File: src/hdl/mrf_pkg.sv
// ----------------------------------------------------------------------------
// Modbus RTU response framer package
// Shared types, register defaults and the byte-wise CRC-16 update.
// ----------------------------------------------------------------------------
package mrf_pkg;

    localparam int BYTE_W    = 8;
    localparam int CRC_W     = 16;
    localparam int CFG_IDX_W = 8;

    localparam logic [BYTE_W-1:0] EXC_BIT   = 8'h80;
    localparam logic [CRC_W-1:0]  CRC_INIT  = 16'hFFFF;
    localparam logic [CRC_W-1:0]  CRC_POLY  = 16'hA001;

    localparam logic [BYTE_W-1:0] SLAVE_ADDRESS_RST  = 8'd1;
    localparam logic [BYTE_W-1:0] READ_FUNCTION_RST  = 8'd3;
    localparam logic [BYTE_W-1:0] WRITE_FUNCTION_RST = 8'd6;
    localparam logic              WRITE_MODE_RST     = 1'b0;

    typedef enum logic [CFG_IDX_W-1:0] {
        CFG_SLAVE_ADDRESS  = 8'd0,
        CFG_READ_FUNCTION  = 8'd1,
        CFG_WRITE_FUNCTION = 8'd2,
        CFG_WRITE_MODE     = 8'd3
    } cfg_idx_t;

    typedef enum logic [2:0] {
        PH_HUNT   = 3'd0,
        PH_FUNC   = 3'd1,
        PH_LEN    = 3'd2,
        PH_DATA   = 3'd3,
        PH_CRC_LO = 3'd4,
        PH_CRC_HI = 3'd5
    } phase_t;

    typedef enum logic [1:0] {
        ST_OK        = 2'd0,
        ST_CRC_ERR   = 2'd1,
        ST_MISMATCH  = 2'd2,
        ST_EXCEPTION = 2'd3
    } status_t;

    typedef enum logic {
        KIND_DATA   = 1'b0,
        KIND_STATUS = 1'b1
    } kind_t;

    typedef struct packed {
        logic [BYTE_W-1:0] slave_address;
        logic [BYTE_W-1:0] read_function;
        logic [BYTE_W-1:0] write_function;
        logic              write_mode;
    } cfg_t;

    typedef struct packed {
        kind_t             kind;
        logic [BYTE_W-1:0] data_byte;
        logic [BYTE_W-1:0] byte_index;
        status_t           status;
        logic              was_write;
    } res_t;

    // Reflected CRC-16 (poly 0xA001), one byte unrolled over eight bit steps
    function automatic logic [CRC_W-1:0] crc_update(input logic [CRC_W-1:0] crc,
                                                    input logic [BYTE_W-1:0] b);
        logic [CRC_W-1:0] c;
        c = crc ^ {{(CRC_W-BYTE_W){1'b0}}, b};
        for (int i = 0; i < BYTE_W; i++)
        begin
            if (c[0])
                c = (c >> 1) ^ CRC_POLY;
            else
                c = c >> 1;
        end
        return c;
    endfunction

endpackage

File: src/hdl/mrf_cfg_regs.sv
// ----------------------------------------------------------------------------
// Configuration registers
// Holds slave address, function codes and mode; writes to unknown indices drop.
// ----------------------------------------------------------------------------
module mrf_cfg_regs
    import mrf_pkg::*;
(
    input  logic                 clk,
    input  logic                 rst_n,
    input  logic                 wr_en,
    input  logic [CFG_IDX_W-1:0] wr_index,
    input  logic [BYTE_W-1:0]    wr_data,
    output cfg_t                 cfg
);

    cfg_t cfg_reg;
    cfg_t cfg_next;

    always_comb
    begin
        cfg_next = cfg_reg;
        if (wr_en)
        begin
            unique case (wr_index)
                CFG_SLAVE_ADDRESS:  cfg_next.slave_address  = wr_data;
                CFG_READ_FUNCTION:  cfg_next.read_function  = wr_data;
                CFG_WRITE_FUNCTION: cfg_next.write_function = wr_data;
                CFG_WRITE_MODE:     cfg_next.write_mode     = wr_data[0];
                default:            cfg_next = cfg_reg;
            endcase
        end
    end

    always_ff @(posedge clk or negedge rst_n)
    begin
        if (!rst_n)
        begin
            cfg_reg.slave_address  <= SLAVE_ADDRESS_RST;
            cfg_reg.read_function  <= READ_FUNCTION_RST;
            cfg_reg.write_function <= WRITE_FUNCTION_RST;
            cfg_reg.write_mode     <= WRITE_MODE_RST;
        end
        else
        begin
            cfg_reg <= cfg_next;
        end
    end

    assign cfg = cfg_reg;

endmodule

File: src/hdl/mrf_frame_core.sv
// ----------------------------------------------------------------------------
// Frame core
// Frame state, length counters, running CRC; one received word per step cycle
// ----------------------------------------------------------------------------
module mrf_frame_core
    import mrf_pkg::*;
(
    input  logic              clk,
    input  logic              rst_n,
    input  logic              step,
    input  logic [BYTE_W-1:0] rx_byte,
    input  cfg_t              cfg,
    output logic              has_result,
    output res_t              res
);

    phase_t            phase_reg,  phase_next;
    logic [BYTE_W-1:0] len_reg,    len_next;
    logic [BYTE_W-1:0] seen_reg,   seen_next;
    logic [CRC_W-1:0]  crc_reg,    crc_next;
    logic [BYTE_W-1:0] crc_lo_reg, crc_lo_next;

    logic [BYTE_W-1:0] seen_inc;
    logic [CRC_W-1:0]  crc_with_byte;

    assign seen_inc      = seen_reg + 8'd1;
    assign crc_with_byte = crc_update(crc_reg, rx_byte);

    always_comb
    begin
        phase_next  = phase_reg;
        len_next    = len_reg;
        seen_next   = seen_reg;
        crc_next    = crc_reg;
        crc_lo_next = crc_lo_reg;
        has_result  = 1'b0;
        res         = '0;
        if (step)
        begin
            unique case (phase_reg)
                PH_FUNC:
                begin
                    phase_next = PH_HUNT;
                    if (cfg.write_mode)
                    begin
                        has_result    = 1'b1;
                        res.kind      = KIND_STATUS;
                        res.data_byte = rx_byte;
                        res.was_write = 1'b1;
                        if (rx_byte == cfg.write_function)
                            res.status = ST_OK;
                        else if (rx_byte == (cfg.write_function | EXC_BIT))
                            res.status = ST_EXCEPTION;
                        else
                            res.status = ST_MISMATCH;
                    end
                    else if (rx_byte == cfg.read_function)
                    begin
                        crc_next   = crc_with_byte;
                        phase_next = PH_LEN;
                    end
                    else
                    begin
                        has_result    = 1'b1;
                        res.kind      = KIND_STATUS;
                        res.data_byte = rx_byte;
                        res.status    = (rx_byte == (cfg.read_function | EXC_BIT))
                                        ? ST_EXCEPTION : ST_MISMATCH;
                    end
                end
                PH_LEN:
                begin
                    crc_next   = crc_with_byte;
                    len_next   = rx_byte;
                    seen_next  = '0;
                    phase_next = (rx_byte == '0) ? PH_CRC_LO : PH_DATA;
                end
                PH_DATA:
                begin
                    has_result     = 1'b1;
                    res.kind       = KIND_DATA;
                    res.data_byte  = rx_byte;
                    res.byte_index = seen_reg;
                    crc_next       = crc_with_byte;
                    seen_next      = seen_inc;
                    if (seen_inc == len_reg)
                        phase_next = PH_CRC_LO;
                end
                PH_CRC_LO:
                begin
                    crc_lo_next = rx_byte;
                    phase_next  = PH_CRC_HI;
                end
                PH_CRC_HI:
                begin
                    has_result    = 1'b1;
                    res.kind      = KIND_STATUS;
                    res.data_byte = cfg.read_function;
                    res.status    = ({rx_byte, crc_lo_reg} == crc_reg) ? ST_OK : ST_CRC_ERR;
                    phase_next    = PH_HUNT;
                end
                default:
                begin
                    // hunt: drop anything that is not our address
                    phase_next = PH_HUNT;
                    if (rx_byte == cfg.slave_address)
                    begin
                        crc_next   = crc_update(CRC_INIT, rx_byte);
                        phase_next = PH_FUNC;
                    end
                end
            endcase
        end
    end

    always_ff @(posedge clk or negedge rst_n)
    begin
        if (!rst_n)
        begin
            phase_reg  <= PH_HUNT;
            len_reg    <= '0;
            seen_reg   <= '0;
            crc_reg    <= CRC_INIT;
            crc_lo_reg <= '0;
        end
        else
        begin
            phase_reg  <= phase_next;
            len_reg    <= len_next;
            seen_reg   <= seen_next;
            crc_reg    <= crc_next;
            crc_lo_reg <= crc_lo_next;
        end
    end

    // payload counter stays below the announced length while in the payload
    a_seen_below_len: assert property (@(posedge clk) disable iff (!rst_n)
        phase_reg == PH_DATA |-> seen_reg < len_reg)
        else $error("payload counter reached length inside payload phase");

    // a zero length byte skips straight to the CRC
    a_zero_len: assert property (@(posedge clk) disable iff (!rst_n)
        step && phase_reg == PH_LEN && rx_byte == '0 |=> phase_reg == PH_CRC_LO)
        else $error("zero length frame did not go to CRC phase");

    // only function, payload and CRC-high words produce a result
    a_result_phase: assert property (@(posedge clk) disable iff (!rst_n)
        has_result |-> (phase_reg == PH_FUNC || phase_reg == PH_DATA ||
                        phase_reg == PH_CRC_HI))
        else $error("result produced in a silent phase");

endmodule

File: src/hdl/mrf_out_buf.sv
// ----------------------------------------------------------------------------
// Output skid buffer
// Two-entry result register so input stays open while a result waits.
// ----------------------------------------------------------------------------
module mrf_out_buf
    import mrf_pkg::*;
(
    input  logic clk,
    input  logic rst_n,
    input  logic push,
    input  res_t push_res,
    output logic can_push,
    output logic out_valid,
    input  logic out_ready,
    output res_t out_res
);

    logic main_valid_reg, main_valid_next;
    logic skid_valid_reg, skid_valid_next;
    res_t main_reg, main_next;
    res_t skid_reg, skid_next;
    logic pop;

    assign pop      = main_valid_reg && out_ready;
    assign can_push = !skid_valid_reg;

    always_comb
    begin
        main_valid_next = main_valid_reg;
        skid_valid_next = skid_valid_reg;
        main_next       = main_reg;
        skid_next       = skid_reg;
        if (skid_valid_reg)
        begin
            // advance skid into main once main drains
            if (pop)
            begin
                main_next       = skid_reg;
                skid_valid_next = 1'b0;
            end
        end
        else if (push)
        begin
            if (!main_valid_reg || pop)
            begin
                main_next       = push_res;
                main_valid_next = 1'b1;
            end
            else
            begin
                skid_next       = push_res;
                skid_valid_next = 1'b1;
            end
        end
        else if (pop)
        begin
            main_valid_next = 1'b0;
        end
    end

    always_ff @(posedge clk or negedge rst_n)
    begin
        if (!rst_n)
        begin
            main_valid_reg <= 1'b0;
            skid_valid_reg <= 1'b0;
        end
        else
        begin
            main_valid_reg <= main_valid_next;
            skid_valid_reg <= skid_valid_next;
        end
    end

    always_ff @(posedge clk)
    begin
        main_reg <= main_next;
        skid_reg <= skid_next;
    end

    assign out_valid = main_valid_reg;
    assign out_res   = main_reg;

    // skid only ever holds a word behind a full main register
    a_skid_behind_main: assert property (@(posedge clk) disable iff (!rst_n)
        skid_valid_reg |-> main_valid_reg)
        else $error("skid entry held with empty main register");

    // a word taken from main with skid full is replaced by the skid word
    a_skid_drain: assert property (@(posedge clk) disable iff (!rst_n)
        skid_valid_reg && pop |=> main_valid_reg && !skid_valid_reg &&
                                  main_reg == $past(skid_reg))
        else $error("skid word lost on drain");

endmodule

File: src/hdl/modbus_rtu_response_framer.sv
// ----------------------------------------------------------------------------
// Modbus RTU response framer
// Byte-serial response receiver with address hunt and CRC-16 check.
// ----------------------------------------------------------------------------
// Takes one received byte per clock cycle while in_ready is high; each result
// word is registered in the output buffer. Bytes are checked against the
// slave address, function code, length and CRC by the frame core, which keeps
// the running CRC and updates it one byte per cycle while input is accepted;
// payload bytes pass out as they arrive and a status word closes each frame. A
// two-entry output register lets input continue for one further result while
// the output is stalled. Configuration words are taken in any cycle
// (cfg_ready is always high) and should be written while the block is idle.
module modbus_rtu_response_framer
    import mrf_pkg::*;
(
    input  logic                 clk,
    input  logic                 rst_n,

    input  logic                 cfg_valid,
    output logic                 cfg_ready,
    input  logic [CFG_IDX_W-1:0] cfg_index,
    input  logic [BYTE_W-1:0]    cfg_data,

    input  logic                 in_valid,
    output logic                 in_ready,
    input  logic [BYTE_W-1:0]    rx_byte,

    output logic                 out_valid,
    input  logic                 out_ready,
    output logic                 kind,
    output logic [BYTE_W-1:0]    data_byte,
    output logic [BYTE_W-1:0]    byte_index,
    output logic [1:0]           status,
    output logic                 was_write
);

    cfg_t cfg;
    res_t core_res;
    res_t out_res;
    logic core_has_result;
    logic step;
    logic can_push;

    assign cfg_ready = 1'b1;
    assign in_ready  = can_push;
    assign step      = in_valid && can_push;

    mrf_cfg_regs u_cfg_regs (
        .clk      (clk),
        .rst_n    (rst_n),
        .wr_en    (cfg_valid && cfg_ready),
        .wr_index (cfg_index),
        .wr_data  (cfg_data),
        .cfg      (cfg)
    );

    mrf_frame_core u_frame_core (
        .clk        (clk),
        .rst_n      (rst_n),
        .step       (step),
        .rx_byte    (rx_byte),
        .cfg        (cfg),
        .has_result (core_has_result),
        .res        (core_res)
    );

    mrf_out_buf u_out_buf (
        .clk       (clk),
        .rst_n     (rst_n),
        .push      (core_has_result),
        .push_res  (core_res),
        .can_push  (can_push),
        .out_valid (out_valid),
        .out_ready (out_ready),
        .out_res   (out_res)
    );

    assign kind       = out_res.kind;
    assign data_byte  = out_res.data_byte;
    assign byte_index = out_res.byte_index;
    assign status     = out_res.status;
    assign was_write  = out_res.was_write;

endmodule

File: config.mk
export PLATFORM = sky130hd
export DESIGN_NAME = modbus_rtu_response_framer
export DESIGN_NICKNAME = d
export VERILOG_FILES = /design/src/hdl/mrf_pkg.sv /design/src/hdl/mrf_cfg_regs.sv /design/src/hdl/mrf_frame_core.sv /design/src/hdl/mrf_out_buf.sv /design/src/hdl/modbus_rtu_response_framer.sv
export SDC_FILE = /design/constraint.sdc
export NUM_CORES = 1
export LEC_CHECK = 0
export BUFFER_PORTS_ARGS = -buffer_cell sky130_fd_sc_hd__buf_2
export CAP_MARGIN = 40
export CELL_PAD_IN_SITES_DETAIL_PLACEMENT = 0
export CELL_PAD_IN_SITES_GLOBAL_PLACEMENT = 2
export CORE_ASPECT_RATIO = 1.25
export CORE_MARGIN = 2
export CORE_UTILIZATION = 30
export DETAILED_ROUTE_END_ITERATION = 6
export PLACE_DENSITY = 0.64
export SYNTH_ARGS = -nofsm -noshare
export SYNTH_HDL_FRONTEND = slang
export SYNTH_HIERARCHICAL = 1
export SYNTH_SLANG_ARGS = --single-unit
File: constraint.sdc
create_clock -name clk -period 4.13 [get_ports clk]
set_input_delay 0.826 -clock clk [delete_from_list [all_inputs] [get_ports clk]]
set_output_delay 0.826 -clock clk [all_outputs]
set_load 0.05 [all_outputs]
==> summary.md, run 1 <==
| Metric | Value |
|---|---|
| Worst-Skew Late Latency | `0.36 ns` |
| Total Wirelength | `13.63 mm` |
| Final Cell Area | `6790 um2` |
| Number of vias per cell | `4.644` |
| IO Count | `52` |
| CP Max Fanout | `26` |
| RSZ-0062 raised after global routing | `no` |
| Chip height | `162.3 um` |
| Max-cap violations | `0` |
| Routability Congestion | `0.7527` |
| Worst-path cell chain | `buf_4 -> inv_2 -> and2_1 -> buf_4 -> o211ai_1 -> a21oi_1 -> o22a_1` |
| Most used DFF post-synth | `dfrtp_1` |
| Syn Area/Cell | `12.56 um2` |
| WL/cell | `17.16 um` |
| Number of synthesized flops with an enable pin | `40` |
| Final Max Slew Viols | `0` |
| Synth cell count leaders | `52 x mux2_2, 49 x dfrtp_1, 45 x xor2_1, 40 x edfxtp_1, 34 x xnor2_1` |
| Starting Density | `30.78%` |
| # hold bufs at CTS | `0` |
| Mapped Area | `6015 um2` |
| Crit path required time | `4.11 ns` |
| Largest area contributor in the netlist | `dfrtp_1` |
| Clk sink count | `110` |
| Final period utilization | `71.18%` |
| DR iter-0 viols | `252` |
| Antenna violations before repair | `0` |
| Post-synthesis sequential area ratio | `49.53%` |
| Share of cells above drive strength 1 | `33.84%` |
| Critical Path Start | `u_out_buf/skid_valid_reg$_DFF_PN0_` |
| Clock slew at reported path FFs | `0.08 ns` |
| Internal | `1839 uW` |
| Fillers | `1992` |
| Mapped Nets | `515` |
| Measured slew at the worst slew-check pin | `0.8398 ns` |
| Worst r2r src | `u_out_buf/skid_valid_reg$_DFF_PN0_` |
| Final worst slack | `1.190 ns` |
| Maximum VDD drop | `0.0002649 V` |
| Placed wire-length estimate | `10.04 mm` |
| Synth top area share | `20.39%` |
| Headroom to the max-slew limit | `44.01%` |
| Final setup violation count | `0` |
| H-tree depth | `3` |
| Count of non-filler cells in the finished layout | `794` |
| Switching share of power | `25.74%` |
| Hold Path Class | `primary input to async pin` |
| Die area | `21200 um2` |
| Via count | `3687` |
| Most numerous cell in the Yosys netlist | `mux2_2` |
| Nets@finish | `560` |
| Row count | `57` |
| Clk buf depth | `2` |
| Core box area | `19540 um2` |
| P&R area growth vs syn | `12.90%` |
| Clk_skew | `0.01077 ns` |
| Synth Warn # | `6` |
| Clk root buf | `clkbuf_16` |
| Seq pwr share | `51.0%` |
| Hold Vio Cnt, Final | `0` |
| Reg2Reg Setup Slack | `1.19 ns` |
| Number of CTS-inserted buffers | `9` |
| Outcome | `completed` |
| Largest net degree at the start of global routing | `49` |
| Setup bufs post-CTS | `0` |
| Worst Path Arrival | `2.92 ns` |
| Clock power share | `34.8%` |
| Startpoint types | `flip-flop` |
| Setup crit end kind | `flip-flop` |
| Drt drc | `0` |
| CTS tree | `built` |
| Comb pwr share | `14.2%` |
| Final setup TNS | `0 ns` |
| Gr usage total | `13.65%` |
| Largest register FFs | `25` |
| Fmax | `340.2 MHz` |
| Ranking of synthesized cells by area | `dfrtp_1 20%, edfxtp_1 20%, mux2_2 9.7%` |
| CP max stage cell | `o22a_1` |
| Die width | `130.6 um` |
| Flops & latches, synth | `110` |
| ANT cells | `0` |
| Dpl cells | `778` |
| Crit-path most repeated cell | `buf_4` |
| Post-DRT Antenna Nets | `0` |
| Total Power | `2476 uW` |
| First-pass iteration count of the detailed router | `4` |
| Post-DP Area | `6496 um2` |
| Leakage | `0.002914 uW` |
| Vias in the first global route | `3781` |
| Critical R2R Capture | `u_out_buf/out_res[5]$_DFFE_PP_` |
| Crit path time final | `2.940 ns` |
| Gr ovfl total | `0` |
| Pwr dens | `364.7 nW/um2` |
| Post-synthesis async set-or-reset flop share | `63.64%` |
| Post-Syn Instances | `479` |
| First-pass GRT wire length | `21.90 mm` |
| Crit Path Category | `flip-flop to flip-flop` |
| CP peak stage delay | `0.75 ns` |
| Cell variety after synth | `62` |
| Resize count post-CTS | `0` |
| Net Switching | `637.5 uW` |
| Pre-CTS setup slack | `0.9160 ns` |
| # port buffers | `50` |
| R2R depth | `7` |
area by class of cell:
type	count	area [um2]	area share, %
Clock buffer	11	255.2	3.759
Clock inverter	5	38.79	0.5712
Inverter	22	82.58	1.216
Multi-Input combinational cell	322	2765	40.72
Sequential cell	110	2979	43.87
Tap cell	265	331.6	4.883
Timing Repair Buffer	59	337.8	4.975
per-layer routing:
| layer | GRT usage, % | wire [um] | vias up |
|---|---|---|---|
| met4 | 4.110 | 183 | 0 |
| met2 | 21.69 | 6553 | 63 |
| met5 | 0 | 0 | - |
| met3 | 2.569 | 374 | 13 |
| li1 | - | - | 1789 |
| met1 | 18.89 | 6515 | 1822 |
placed cells by master, fill, tap and decap left out, types with 5 or more instances in the layout:
cell / instances
inv_1: 20
dfrtp_1: 49
a21oi_1: 7
mux2_2: 52
a22oi_1: 8
nor2_1: 32
mux2_4: 19
dfstp_2: 21
nand3_1: 7
nor4_1: 9
nor3_1: 5
ha_1: 7
buf_4: 8
edfxtp_1: 40
clkbuf_16: 10
and3_1: 10
buf_2: 50
mux2i_1: 8
xor2_1: 45
xnor2_1: 34
nand4_1: 6
nand2_1: 15
o21ai_0: 13
cell families after synthesis:
kind of cell	count (synthesis)	synth area share [%]
adder cells (fa/ha/maj)	7	1.456
flip-flops	110	49.53
XOR/XNOR	83	13.02
AND/OR/NAND/NOR	100	9.486
multiplexers	79	15.81
AO/OA/AOI/OAI	52	6.137
other	1	0.06235
buffers and inverters	47	4.493
stage by stage:
step                util, %  hold slack [ns]
CTS                   34.75           0.4491
finish                34.75           0.4484
detailed placement    33.24           0.5042
global placement      33.10           0.4942
global route          34.75           0.4769
floorplan                 -           0.4758
how the worst max path moves through the flow:
stage                                                end  cells past startpoint
after floorplan           u_out_buf/out_res[0]$_DFFE_PP_                      6
after global placement    u_out_buf/out_res[3]$_DFFE_PP_                      8
after detailed placement  u_out_buf/out_res[5]$_DFFE_PP_                      8
after CTS                 u_out_buf/out_res[5]$_DFFE_PP_                      7
after global routing      u_out_buf/out_res[3]$_DFFE_PP_                      7
final                     u_out_buf/out_res[5]$_DFFE_PP_                      7
worst max-delay path, delay by kind of cell, from the launching register on:
| family | cells | cell delay [ns] |
|---|---|---|
| AND/OR/NAND/NOR | 1 | 0.12 |
| AO/OA/AOI/OAI | 3 | 1.45 |
| buffers and inverters | 3 | 0.61 |
| flip-flops | 1 | 0.36 |
power by group through the flow:
stage               clock [uW]  combinational, uW  sequential [uW]
floorplan                    0                269             1270
global placement             0                347             1290
detailed placement           0                356             1290
CTS                        896                358             1270
global route               940                386             1270
finish                     861                352             1260
(Power assumes the default switching activity.)
==> run 2: changes to the inputs <==
- PLACE_DENSITY: 0.64 -> 0.66
- clock period: 4.13 -> 2.4 ns (I/O delays scaled with it)
==> run 2 against run 1 <==
Compared with the run above: cell count grew 5.8%; cell area grew 6.7%; clock skew shrank 0.0032 ns; highest routed layer unchanged; register-to-register slack lost 1.1 ns; clock power grew 68%; critical path type unchanged; via count grew 5.6%; global-route usage grew 0.11 points; core utilization grew 2.3 points; die area is the same; sequential power grew 72%; count of clock-buffer cells in the layout grew 5; sequential share of layout area shrank 2.8 points.
==> summary.md, run 2 (synthesized netlist as in run 1, its figures left out) <==
| Metric | Value |
|---|---|
| CTS tree | `built` |
| Total Wirelength | `13.86 mm (+1.7%)` |
| Final setup violation count | `0 (unchanged)` |
| Die area | `21200 um2 (unchanged)` |
| # port buffers | `50 (unchanged)` |
| Total Power | `4295 uW (+73%)` |
| CP peak stage delay | `0.58 ns (-0.17 ns)` |
| Leakage | `0.003164 uW (+8.6%)` |
| Most frequent cells in the layout | `52 x buf_4, 52 x mux2_2, 50 x buf_2, 48 x dfrtp_1, 45 x xor2_1` |
| Fmax | `435.6 MHz (+28%)` |
| First-pass iteration count of the detailed router | `4 (unchanged)` |
| Row count | `57 (unchanged)` |
| Outcome | `completed` |
| Maximum VDD drop | `0.0002982 V (+13%)` |
| Hold Vio Cnt, Final | `0 (unchanged)` |
| Gr ovfl total | `0 (unchanged)` |
| H-tree depth | `3 (unchanged)` |
| Chip height | `162.3 um (unchanged)` |
| ANT cells | `0 (unchanged)` |
| Routability Congestion | `0.8004 (+6.3%)` |
| P&R area growth vs syn | `20.51%` |
| Clk sink count | `110 (unchanged)` |
| Number of CTS-inserted buffers | `9 (unchanged)` |
| CP Buf/Inv Count | `0 (-3)` |
| Drt drc | `0 (unchanged)` |
| Placed wire-length estimate | `10.31 mm (+2.7%)` |
| Hold Path Class | `primary input to async pin` |
| Largest register FFs | `25 (unchanged)` |
| Startpoint types | `flip-flop` |
| Core box area | `19540 um2 (unchanged)` |
| Clk_skew | `0.007586 ns (-0.003184 ns)` |
| DR iter-0 viols | `182 (-28%)` |
| Pwr dens | `592.5 nW/um2 (+62%)` |
| Via count | `3893 (+5.6%)` |
| Setup bufs post-CTS | `0 (unchanged)` |
| Max-cap violations | `0 (unchanged)` |
| Share of cells above drive strength 1 | `41.22% (+7.4 points)` |
| Headroom to the max-slew limit | `64.58% (+21 points)` |
| RSZ-0062 raised after global routing | `yes` |
| Largest delay share family, worst path | `compound AO/OA/AOI/OAI gates` |
| Number of vias per cell | `4.635 (-0.19%)` |
| Die width | `130.6 um (unchanged)` |
| Crit path required time | `2.50 ns (-1.61 ns)` |
| Starting Density | `30.78% (unchanged)` |
| Largest net degree at the start of global routing | `71 (+45%)` |
| Antenna violations before repair | `0 (unchanged)` |
| CP Max Fanout | `8 (-69%)` |
| Clock slew at reported path FFs | `0.07 ns (about the same)` |
| # hold bufs at CTS | `0 (unchanged)` |
| WL/cell | `16.50 um (-3.9%)` |
| Measured slew at the worst slew-check pin | `0.5276 ns (-0.3122 ns)` |
| Worst-Skew Late Latency | `0.35 ns (about the same)` |
| Crit path time final | `2.296 ns (-0.6438 ns)` |
| Final setup TNS | `0 ns (unchanged)` |
| Gr usage total | `13.76% (+0.11 points)` |
| Vias in the first global route | `4013 (+6.1%)` |
| IO Count | `52 (unchanged)` |
| Post-DRT Antenna Nets | `0 (unchanged)` |
| First-pass GRT wire length | `22.51 mm (+2.8%)` |
| Final period utilization | `95.65% (+24 points)` |
| Clk root buf | `clkbuf_16` |
| Worst Path Arrival | `2.40 ns (-0.52 ns)` |
| Nets@finish | `606 (+8.2%)` |
| Clk buf depth | `2 (unchanged)` |
| Worst-path cell chain | `xor2_1 -> nor4_2 -> nand2_2 -> o311a_4 -> a22oi_1 -> nor2_1 -> mux2_2` |
| Final Max Slew Viols | `0 (unchanged)` |
| CP max stage cell | `dfstp_2` |
| Setup crit end kind | `flip-flop` |
| Crit Path Category | `flip-flop to flip-flop` |
run 2: changes by cell type in the layout (fill, tap and decap cells not counted), sizes merged:
cell      delta
buf         +46
clkbuf       +5
clkinvlp     -2
inv          -3
run 2: per-stage QoR:
step                      utilization (%)  std cells  instance area (um2)  hold WS (ns)  setup slack [ns]
final                               37.09        840                 7248        0.1589            0.1043
after global routing                37.09        840                 7248        0.1750         0.0006866
after CTS                           36.73        840                 7177        0.1699        0.00009215
after detailed placement            35.17        824                 6873        0.5056           -0.2082
after global placement              35.17        824                 6873        0.4916           -0.2009
after floorplan                         -        479                 6033        0.1844          0.002126
run 2: layout make-up:
cell class | instances | area [um2]
sequential | 110 | 2980
multi-input combinational | 322 | 2861
inverter | 22 | 85.08
tap | 265 | 331.6
fill | 1986 | 12290
clock buffer | 16 | 289.0
timing repair buffer | 105 | 700.7
run 2: power by group:
group | switching, uW | leakage (uW) | internal (uW)
clock | 638 | 0.000144 | 815
combinational | 318 | 0.00176 | 355
sequential | 96.2 | 0.00126 | 2070
total | 1050 | 0.00316 | 3240
run 2: timing repair:
item                       in CTS  in global routing
pin swaps                       0                  2
setup endpoints to repair       4                 50
gates resized for setup         2                 13
run 2: metal layers:
| metal | track usage, % | share of wire (%) | vias up |
|---|---|---|---|
| met4 | 4.642 | 1.3 | 0 |
| met5 | 0 | 0 | - |
| met2 | 21.07 | 47 | 65 |
| met1 | 19.76 | 49 | 1930 |
| li1 | - | - | 1887 |
| met3 | 2.240 | 3.1 | 11 |
run 2: worst paths after layout:
path / cells past startpoint / slack (ns) / from / endpoint
max: 7 / 0.10 / u_cfg_regs/cfg[9]$_DFFE_PN1P_ / u_out_buf/out_res[13]$_DFFE_PP_
min: 2 / 0.16 / rst_n / u_cfg_regs/cfg[4]$_DFFE_PN0P_
max reg2reg: 7 / 0.10 / u_cfg_regs/cfg[9]$_DFFE_PN1P_ / u_out_buf/out_res[13]$_DFFE_PP_
min reg2reg: 2 / 0.51 / u_frame_core/crc_reg[3]$_DFFE_PN1P_ / u_frame_core/crc_reg[3]$_DFFE_PN1P_
max in group asynchronous: 2 / 1.90 / rst_n / u_frame_core/crc_reg[6]$_DFFE_PN1P_
min in group clk: 2 / 0.40 / cfg_data[1] / u_cfg_regs/cfg[18]$_DFFE_PN0P_
